## config.mk

```make
export PLATFORM = sky130hd
export DESIGN_NAME = region_table_best_fit_engine_unit
export DESIGN_NICKNAME = d
export VERILOG_FILES = /design/src/rtbf_pkg.sv /design/src/rtbf_cell.sv /design/src/region_table_best_fit_engine_unit.sv
export VERILOG_INCLUDE_DIRS = /design/src /design/src/src
export SDC_FILE = /design/constraint.sdc
export NUM_CORES = 2
export LEC_CHECK = 0
export BUFFER_PORTS_ARGS = -buffer_cell sky130_fd_sc_hd__buf_2
export CAP_MARGIN = 20
export CORE_MARGIN = 4
export CORE_UTILIZATION = 25
export CTS_CLUSTER_DIAMETER = 60
export DETAILED_ROUTE_END_ITERATION = 16
export MAX_ROUTING_LAYER = met4
export PLACE_DENSITY_LB_ADDON = 0.12
export SLEW_MARGIN = 20
export SYNTH_ARGS = -nofsm -noshare
export SYNTH_HDL_FRONTEND = slang
export SYNTH_SLANG_ARGS = --single-unit
```

## constraint.sdc

```tcl
create_clock -name clk -period 26.8 [get_ports clk]
set_clock_uncertainty 0.05 [all_clocks]
set_input_delay 5.36 -clock clk [delete_from_list [all_inputs] [get_ports clk]]
set_output_delay 5.36 -clock clk [all_outputs]
set_load 0.005 [all_outputs]
```

## src/region_table_best_fit_engine_unit_macros.svh

```systemverilog
// Assertion macros for the region table engine.
`ifndef REGION_TABLE_BEST_FIT_ENGINE_UNIT_MACROS_SVH
`define REGION_TABLE_BEST_FIT_ENGINE_UNIT_MACROS_SVH
`ifndef NO_ASSERTIONS
`define RT_ASSERT(label, cond, msg) \
	label: assert property (@(posedge clk) disable iff (!arst_n) (cond)) else $error(msg);
`define RT_ASSERT_IMPL(label, pre, post, msg) \
	label: assert property (@(posedge clk) disable iff (!arst_n) (pre) |=> (post)) else $error(msg);
`else
`define RT_ASSERT(label, cond, msg)
`define RT_ASSERT_IMPL(label, pre, post, msg)
`endif
`endif

```

## src/rtbf_pkg.sv

```systemverilog
// Shared types and constants for the region table engine.
package rtbf_pkg;
	localparam int TABLE_DEPTH = 32;
	localparam int IDX_W = $clog2(TABLE_DEPTH);
	localparam int CNT_W = $clog2(TABLE_DEPTH + 1);
	localparam logic [2:0] FN_ADD = 3'd0;
	localparam logic [2:0] FN_REMOVE = 3'd1;
	localparam logic [2:0] FN_BEST = 3'd2;
	localparam logic [2:0] FN_SPLIT = 3'd3;
	localparam logic [2:0] FN_FIND = 3'd4;

	typedef struct packed {
		logic [31:0] start;
		logic [31:0] size;
		logic [4:0]  kind;
	} entry_t;

	// per-cycle command to every cell
	typedef struct packed {
		logic           rotate;
		logic           load;
		logic           drop;
		entry_t         data;
	} cell_ctl_t;
endpackage

```

## src/rtbf_cell.sv

```systemverilog
// One table slot; in rotate mode it takes its neighbor's entry.
module rtbf_cell import rtbf_pkg::*; (
	input  logic      clk,
	input  cell_ctl_t ctl,
	input  entry_t    prev,
	input  entry_t    next_in,
	output entry_t    q
);
	entry_t ent_q;
	assign q = ent_q;
	always_ff @(posedge clk) begin
		if (ctl.load) begin
			ent_q <= ctl.data;
		end else if (ctl.drop) begin
			ent_q <= next_in;
		end else if (ctl.rotate) begin
			ent_q <= prev;
		end
	end
endmodule

```

## src/region_table_best_fit_engine_unit.sv

```systemverilog
// Top level: region table as a ring of cells with a rotating scan controller.
// Each request rotates the ring once, with cell 0 inspected at each step, and then
// registers its result in ST_DONE; remove adds a drop state (ST_SHIFT) before it.
// The input reopens the cycle after the result is taken; one item at a time.
// arst_n clears control and the entry count; entry contents are not cleared.
`include "region_table_best_fit_engine_unit_macros.svh"
module region_table_best_fit_engine_unit import rtbf_pkg::*; (
	input  logic        clk,
	input  logic        arst_n,
	input  logic        s_tvalid,
	output logic        s_tready,
	input  logic [79:0] s_tdata, // func[2:0] reg_start[34:3] reg_size[66:35] reg_kind[71:67] entry_index[76:72]
	output logic        m_tvalid,
	input  logic        m_tready,
	output logic [39:0] m_tdata  // status[0] result_index[5:1] found_start[37:6]
);
	typedef enum logic [3:0] {
		ST_IDLE = 4'b0001,
		ST_SCAN = 4'b0010,
		ST_SHIFT = 4'b0100,
		ST_DONE = 4'b1000
	} state_t;

	state_t st_q;
	logic [2:0] fn_q;
	logic [31:0] st_in_q, sz_in_q;
	logic [4:0] kd_q;
	logic [IDX_W-1:0] ix_q, pos_q, best_q, tgt_q;
	logic [CNT_W-1:0] cnt_q;
	logic have_q, ok_q;
	logic [31:0] bsize_q, fstart_q;
	entry_t app_q;
	logic [39:0] out_q;
	logic ov_q;
	logic [4:0] res_idx;

	entry_t cq [TABLE_DEPTH];
	cell_ctl_t ctl [TABLE_DEPTH];
	entry_t c0;
	logic live, match, tail;
	assign c0 = cq[0];
	assign live = CNT_W'(pos_q) < cnt_q;
	assign match = live && (c0.kind == kd_q);
	assign tail = pos_q == IDX_W'(TABLE_DEPTH - 1);
	assign s_tready = (st_q == ST_IDLE) && !ov_q;
	assign m_tvalid = ov_q;
	assign m_tdata = out_q;
	assign res_idx = (fn_q == FN_ADD || fn_q == FN_SPLIT) ? 5'(cnt_q - 1'b1)
		: (fn_q == FN_BEST || fn_q == FN_FIND) ? 5'(best_q) : 5'd0;

	// position pos_q is in cell 0; when the split target sits there, its updated
	// entry is loaded into the last cell in place of the rotation.
	logic split_hit, split_ok;
	assign split_hit = (fn_q == FN_SPLIT) && (pos_q == ix_q);
	assign split_ok = split_hit && live && (c0.size >= sz_in_q)
		&& (cnt_q < CNT_W'(TABLE_DEPTH - 1));

	genvar g;
	generate
		for (g = 0; g < TABLE_DEPTH; g++) begin : g_cell
			always_comb begin
				ctl[g] = '0;
				ctl[g].rotate = st_q == ST_SCAN;
				ctl[g].drop = (st_q == ST_SHIFT) && (IDX_W'(g) >= tgt_q);
				if (g == TABLE_DEPTH - 1) begin
					if (st_q == ST_SCAN && split_ok) begin
						ctl[g].load = 1'b1;
						ctl[g].data = '{start: c0.start + sz_in_q,
							size: c0.size - sz_in_q, kind: c0.kind};
					end
				end
				if (st_q == ST_DONE && fn_q == FN_ADD && ok_q
					&& IDX_W'(g) == IDX_W'(cnt_q - 1'b1)) begin
					ctl[g].load = 1'b1;
					ctl[g].data = app_q;
				end
				if (st_q == ST_DONE && fn_q == FN_SPLIT && ok_q
					&& IDX_W'(g) == IDX_W'(cnt_q - 1'b1)) begin
					ctl[g].load = 1'b1;
					ctl[g].data = app_q;
				end
			end
			rtbf_cell u_cell (
				.clk(clk), .ctl(ctl[g]),
				.prev(cq[(g + 1) % TABLE_DEPTH]),
				.next_in(cq[(g + 1) % TABLE_DEPTH]),
				.q(cq[g])
			);
		end
	endgenerate

	always_ff @(posedge clk or negedge arst_n) begin
		if (!arst_n) begin
			st_q <= ST_IDLE;
			cnt_q <= '0;
			ov_q <= 1'b0;
		end else begin
			if (ov_q && m_tready) ov_q <= 1'b0;
			unique case (st_q)
				ST_IDLE: begin
					if (s_tvalid && s_tready) begin
						fn_q <= s_tdata[2:0];
						st_in_q <= s_tdata[34:3];
						sz_in_q <= s_tdata[66:35];
						kd_q <= s_tdata[71:67];
						ix_q <= s_tdata[72 +: IDX_W];
						pos_q <= '0;
						have_q <= 1'b0;
						ok_q <= 1'b0;
						best_q <= '0;
						fstart_q <= '0;
						st_q <= ST_SCAN;
					end
				end
				ST_SCAN: begin
					pos_q <= pos_q + 1'b1;
					unique case (fn_q)
						FN_BEST: if (match && c0.size > sz_in_q
							&& (!have_q || c0.size < bsize_q)) begin
							have_q <= 1'b1;
							best_q <= pos_q;
							bsize_q <= c0.size;
						end
						FN_FIND: if (match && !have_q && pos_q >= ix_q) begin
							have_q <= 1'b1;
							best_q <= pos_q;
							fstart_q <= c0.start;
						end
						FN_SPLIT: if (split_ok) begin
							have_q <= 1'b1;
							app_q <= '{start: c0.start, size: sz_in_q, kind: c0.kind};
						end
						default: ;
					endcase
					if (tail) begin
						st_q <= (fn_q == FN_REMOVE && CNT_W'(ix_q) < cnt_q)
							? ST_SHIFT : ST_DONE;
						tgt_q <= ix_q;
						unique case (fn_q)
							FN_ADD: begin
								app_q <= '{start: st_in_q, size: sz_in_q, kind: kd_q};
								if (cnt_q < CNT_W'(TABLE_DEPTH - 1)) begin
									ok_q <= 1'b1;
									cnt_q <= cnt_q + 1'b1;
								end
							end
							FN_REMOVE: if (CNT_W'(ix_q) < cnt_q) begin
								ok_q <= 1'b1;
								cnt_q <= cnt_q - 1'b1;
							end
							FN_SPLIT: if (have_q || split_ok) begin
								ok_q <= 1'b1;
								cnt_q <= cnt_q + 1'b1;
							end
							FN_BEST, FN_FIND: ok_q <= have_q
								|| (fn_q == FN_FIND && match && pos_q >= ix_q)
								|| (fn_q == FN_BEST && match && c0.size > sz_in_q);
							default: ;
						endcase
					end
				end
				ST_SHIFT: begin
					// one drop moves every entry at or past the target down once
					st_q <= ST_DONE;
				end
				ST_DONE: begin
					st_q <= ST_IDLE;
					ov_q <= 1'b1;
					out_q <= ok_q
						? {2'b00, (fn_q == FN_FIND) ? fstart_q : 32'd0, res_idx, 1'b0}
						: 40'd1;
				end
				default: st_q <= ST_IDLE;
			endcase
		end
	end

	`RT_ASSERT(a_cnt_max, cnt_q < CNT_W'(TABLE_DEPTH), "count overflow")
	`RT_ASSERT(a_no_accept_busy, !(st_q != ST_IDLE && s_tready), "ready while busy")
	`RT_ASSERT_IMPL(a_done_out, st_q == ST_DONE, m_tvalid, "result not posted")
endmodule

```

[After elaboration in Yosys (flattened, before gate mapping)]
Cells that the tools add are included.
Storage, ports and cells
  input bits: 84
  output and inout port bits: 42
  bits in registers: 2486
  logic and storage cells: 661
Operators by class
  reductions and logical operators: 177
  equal/unequal tests: 58
  order comparisons: 39
  multiplexer cells: 265
  add/subtract/negate cells: 5
Operators by type and width (count)
  $mux W69: 165
  $logic_and A1 B1 Y1: 118
  $reduce_bool A3 Y1: 33
  $mux W32: 3
  $eq A5 B5 Y1 const A: 16
  $ge A5 B5 Y1 const A: 16
  $mux W1: 76
  $pmux W32 S2: 1
  $eq A4 B5 Y1 const A: 8
  $ge A4 B5 Y1 const A: 8
  $add A32 B32 Y32: 1
  $ge A32 B32 Y1: 1
  $gt A32 B32 Y1: 1
  $lt A32 B32 Y1: 1
  $sub A32 B32 Y32: 1
  $pmux W5 S2: 3
  $mux W5: 5
  $eq A3 B5 Y1 const A: 4
  $ge A3 B5 Y1 const A: 4
  $mux W6: 3
  $pmux W6 S3: 1
  $lt A5 B6 Y1: 2
  $mux W4: 3
  $ne A2 B1 Y1 const B: 6
  other kinds (41): 64

[Logic depth before layout (Yosys ltp)]
  word-level depth: 10
  depth in mapped cells: 15
  gate-level depth less buffers: 13

[By module]
A second synthesis with hierarchy kept.
Unflattened totals
  cells, all modules: 13727
  area total of the unflattened synthesis: 144478.6 sq um
By module, submodules not included
  rtbf_cell: times used 32, cells an instance 300, seq. area each 2072.0 sq um, area each 3535.9 sq um
  region_table_best_fit_engine_unit: times used 1, cells an instance 4127, seq. area each 8234.1 sq um, area each 31330.0 sq um

[Least setup slack after synthesis]
Ideal clock, no wire load.
  kind: flip-flop to flip-flop
  start point: reg st_q[1]
  end point: reg g_cell[1].u_cell.ent_q (netlist bit g_cell[1].u_cell.q[0]) (enable)
  data required time: 26017 ps
  setup time: 733 ps
  stages on the path, launching flop included: 5
  setup slack: 16742 ps
  arrival time: 9275 ps
  clock period less this slack: 10058 ps
  buffers on the path: 1
  cell sequence: dfrtp_1 -> clkbuf_1 -> or3_1 -> or3_1 -> o311ai_0
Between the ends
  cells in the longest elaborated chain, start to end: 7
  elaborated cells on any way between the ends: 13
  those cells by class: 3 x eq/ne; 2 x mux; 8 x reduce/logical
RTL lines
  start, declared: line region_table_best_fit_engine_unit.sv:24  | state_t st_q;
  start signal, assigned: line region_table_best_fit_engine_unit.sv:136  | st_q <= (fn_q == FN_REMOVE && CNT_W'(ix_q) < cnt_q)
  $eq A4 B4 Y1: line region_table_best_fit_engine_unit.sv:72, region_table_best_fit_engine_unit.sv:77
  $logic_and A1 B1 Y1 (2 in a row): line region_table_best_fit_engine_unit.sv:72  | if (st_q == ST_DONE && fn_q == FN_ADD && ok_q
  $logic_and A1 B1 Y1: line region_table_best_fit_engine_unit.sv:73  | && IDX_W'(g) == IDX_W'(cnt_q - 1'b1)) begin
  $mux W1: line region_table_best_fit_engine_unit.sv:72
  $mux W1: line region_table_best_fit_engine_unit.sv:77  | if (st_q == ST_DONE && fn_q == FN_SPLIT && ok_q
  $reduce_bool A3 Y1 (no source line) *
  end signal, assigned: line rtbf_cell.sv:13  | ent_q <= ctl.data;
  end signal, assigned: line rtbf_cell.sv:15  | ent_q <= next_in;
  end signal, assigned: line rtbf_cell.sv:17  | ent_q <= prev;
  end, declared: line rtbf_cell.sv:9  | entry_t ent_q;
Every way passes the cells marked *; elsewhere a longest branch is shown, timed or not.
A chain may end at the register's enable or synchronous reset.

[Worst setup path in the final report]
  start point: reg st_q[0]
  end point: out s_tready
Between the ends
  cells in the longest elaborated chain, start to end: 2
RTL lines
  $eq A4 B1 Y1: line region_table_best_fit_engine_unit.sv:45  | assign s_tready = (st_q == ST_IDLE) && !ov_q;
  $logic_and A1 B1 Y1: line region_table_best_fit_engine_unit.sv:45
  end, declared: line region_table_best_fit_engine_unit.sv:11  | output logic s_tready,
Every way passes these cells.

==> flow_metrics.py <==
metrics = {
    "sta": {
        "worstMarginPinSlew_ns": 1.069,
        "setup_viol": 0,
        "fmax_mhz": 130.9,
        "fin_crit_sh": 0.2850,
        "rsz0062_at_grt": "false",
        "final_max_slew_viol_count": 0,
        "timing.hold.ws_ns": 0.4667,
        "min_period_ns": 7.639,
        "setup_tns_ns": 0,
        "hold_viol_final": 0,
        "slew_headroom": 0.2871,
    },
    "setup_path": {
        "startpoint_type": "flip-flop",
        "required_ns": 21.39,
        "cp-end-kind": "output port",
        "critical_path_class": "reg2out",
        "ff2ff_setup_slack_ns": 21.31,
        "worstPathMaxFanout": 4,
        "worstPathArrival_ns": 2.23,
    },
    "final_layout": {
        "seq_area_um2": 74540,
        "final_nets": 6737,
        "drive_gt1_frac": 0.4303,
        "final_cell_count_no_fill": 12500,
        "fin_area_um2": 125600,
        "area_growth_pct": 15.22,
        "multiInputGateArea_um2": 32600,
        "fill_cells": 42900,
    },
    "floorplan": {
        "start_util": 0.2509,
        "rows": 242,
        "io_pins": 126,
        "die_y_um": 668.3,
        "core-area_um2": 434500,
        "die_area_um2": 446700,
        "die_width_um": 668.3,
    },
    "global_route": {
        "grt_pass1_vias": 56720,
        "grt.overflow.total": 0,
        "grt_max_degree": 71,
        "grt_antenna_before_repair": 19,
        "grt_pass1_wl_um": 457000,
        "grtUsageTotal": 0.1439,
    },
    "outcome": {
        "outcome": "completed",
    },
    "worst_hold_path": {
        "min_path_type": "reg2reg",
    },
    "detailed_routing": {
        "dr.pass1.iters": 5,
        "wirelength_um": 318400,
        "post-route-drc-count": 0,
        "routedWlPerCell_um": 25.48,
        "drt_iter0_drc": 4213,
        "antenna_left": 0,
        "vias": 54650,
        "viasPerCell": 4.373,
    },
    "clocking": {
        "cts_resized": 0,
        "clock_tree.root_cell": "clkbuf_16",
        "worstSkewPairLatency_ns": 0.89,
        "cts-buffers-inserted": 295,
        "clock_path_buffers": 4,
        "hold_buffers": 0,
        "cts-htree-levels": 5,
        "cts_sinks": 2484,
        "cts_setup_buffers": 0,
        "cts_tree": "built",
        "clk_pin_slew_ns": 0.06,
    },
    "placement": {
        "dpl_cell_area_um2": 116500,
        "port_buffers": 120,
        "post-dp-hpwl_um": 196900,
        "post-place-cells": 11970,
        "gp_congestion": 0.7826,
    },
    "yosys": {
        "synth_area_um2": 109000,
        "synth_seq_cells": 2484,
        "postSynthAreaPerCell_um2": 16.88,
        "syn_inst": 6458,
        "synth_edf_count": 2473,
        "ys_types": 68,
        "synth-async-reset-ratio": 0.004428,
        "ys_warn_count": 0,
        "synth_ff_type": "edfxtp_1",
        "ys_seq_area_frac": 0.6838,
    },
    "power": {
        "power_density_nw_per_um2": 82.58,
        "vdd_drop_max_v": 0.00004214,
        "leakagePower_nw": 42.07,
        "fin_total_pwr_mw": 10.37,
    },
    "flow_run": {
        "maxCapViolCount": 0,
    },
}
cell type report:
class | instances | share of cell area
Multi-Input combinational cell | 3375 | 0.2595
Clock buffer | 373 | 0.06270
Sequential cell | 2484 | 0.5935
Inverter | 88 | 0.002630
Timing Repair Buffer | 292 | 0.01515
Tap cell | 5734 | 0.05712
Antenna cell | 8 | 0.0001594
Clock inverter | 144 | 0.009235
cell families after synthesis:
logic type	share of synthesized area
DFF	0.6838
muxes	0.2247
buffers and inverters	0.02208
and+or+nand+nor	0.02344
AOI/OAI and AO/OA	0.02625
adders and majority gates	0.01357
xor gates and xnor gates	0.006187
other	0.00003440
Yosys cell counts (all sizes together), types with 5 or more instances:
cell        n  area [um^2]
a21oi      96        495.5
buf       240         1056
nand4      14        87.58
o21ai     143        715.7
o21bai      8        60.06
o211ai     26        195.2
a21o       33        247.7
nor3       20        100.1
nand2b     11        68.82
nor2       68        262.8
xor2       36        315.3
o31ai       5        51.30
nand2     269         1010
nand3      24        120.1
a21boi      5        37.54
nor2b      16        100.1
xnor2      41        359.1
or3         8        50.05
ha        115         1439
and2       52        325.3
nor4        6        37.54
and3       50        312.8
o21a       13        97.59
inv        88        330.3
mux2     2141        24110
clkbuf    272         1021
edfxtp   2473        74260
mux2i      38        380.4
o2111ai     5        43.79
a22oi      60        455.4
a31oi      14        87.58
dfrtp      10        250.2
a211oi     12        90.09
power breakdown:
part           leakage (nW)  internal, mW  total (mW)  switching [mW]
Sequential             22.7          5.02        5.21           0.198
Clock                  4.38          2.22        3.88            1.66
Combinational          15.0         0.441        1.28           0.835
critical path, cell delays in order (launching register included):
cell     delay, ns
dfstp_2       0.54
nor4b_1       0.37
nor2b_1       0.27
buf_2         0.15
cell usage in the layout (no fill, tap or decap), drive strengths merged, types with 16 or more instances in the layout:
master,n
mux2i,38
a22oi,60
and3,50
buf,292
and2,52
xnor2,41
a21oi,96
inv,108
nor2,68
nand2,269
edfxtp,2473
mux2,2141
ha,115
xor2,36
nor2b,16
nor3,20
clkbuf,373
o21ai,143
o211ai,26
nand3,24
clkinv,96
a21o,33
stage by stage:
step / worst slack, ns / util
after floorplan: 16.74 / -
after global placement: 18.88 / 0.2682
after detailed placement: 18.91 / 0.2682
after CTS: 19.05 / 0.2890
after global routing: 18.98 / 0.2890
final: 19.16 / 0.2891
registers in the layout, summed over array words and instances, names as in the netlist, 3 cells and up:
| signal | count |
|---|---|
| g_cell.u_cell.q | 2208 |
| app_q | 69 |
| m_tdata | 38 |
| bsize_q | 32 |
| fstart_q | 32 |
| st_in_q | 32 |
| sz_in_q | 32 |
| cnt_q | 6 |
| best_q | 5 |
| ix_q | 5 |
| kd_q | 5 |
| pos_q | 5 |
| tgt_q | 5 |
| st_q | 4 |
| fn_q | 3 |
path summary, 6_finish.rpt:
path	end	from	depth (start not counted)
min reg2reg	m_tvalid	m_tvalid	1
max reg2reg	g_cell[2].u_cell.q[50]	cnt_q[0]	10
max	s_tready	st_q[0]	3
max in group asynchronous	st_q[0]	arst_n	1
min	m_tvalid	m_tvalid	1
min in group asynchronous	st_q[3]	arst_n	1
layer usage:
layer  wire [um]  up-vias  GRT usage
met2      136900      920     0.2085
met1      164300    28220     0.2145
met5           0        -          -
li1            -    25190          -
met4        4865        0    0.02455
met3       12280      324    0.02087
Power figures use the tool's default switching activity.
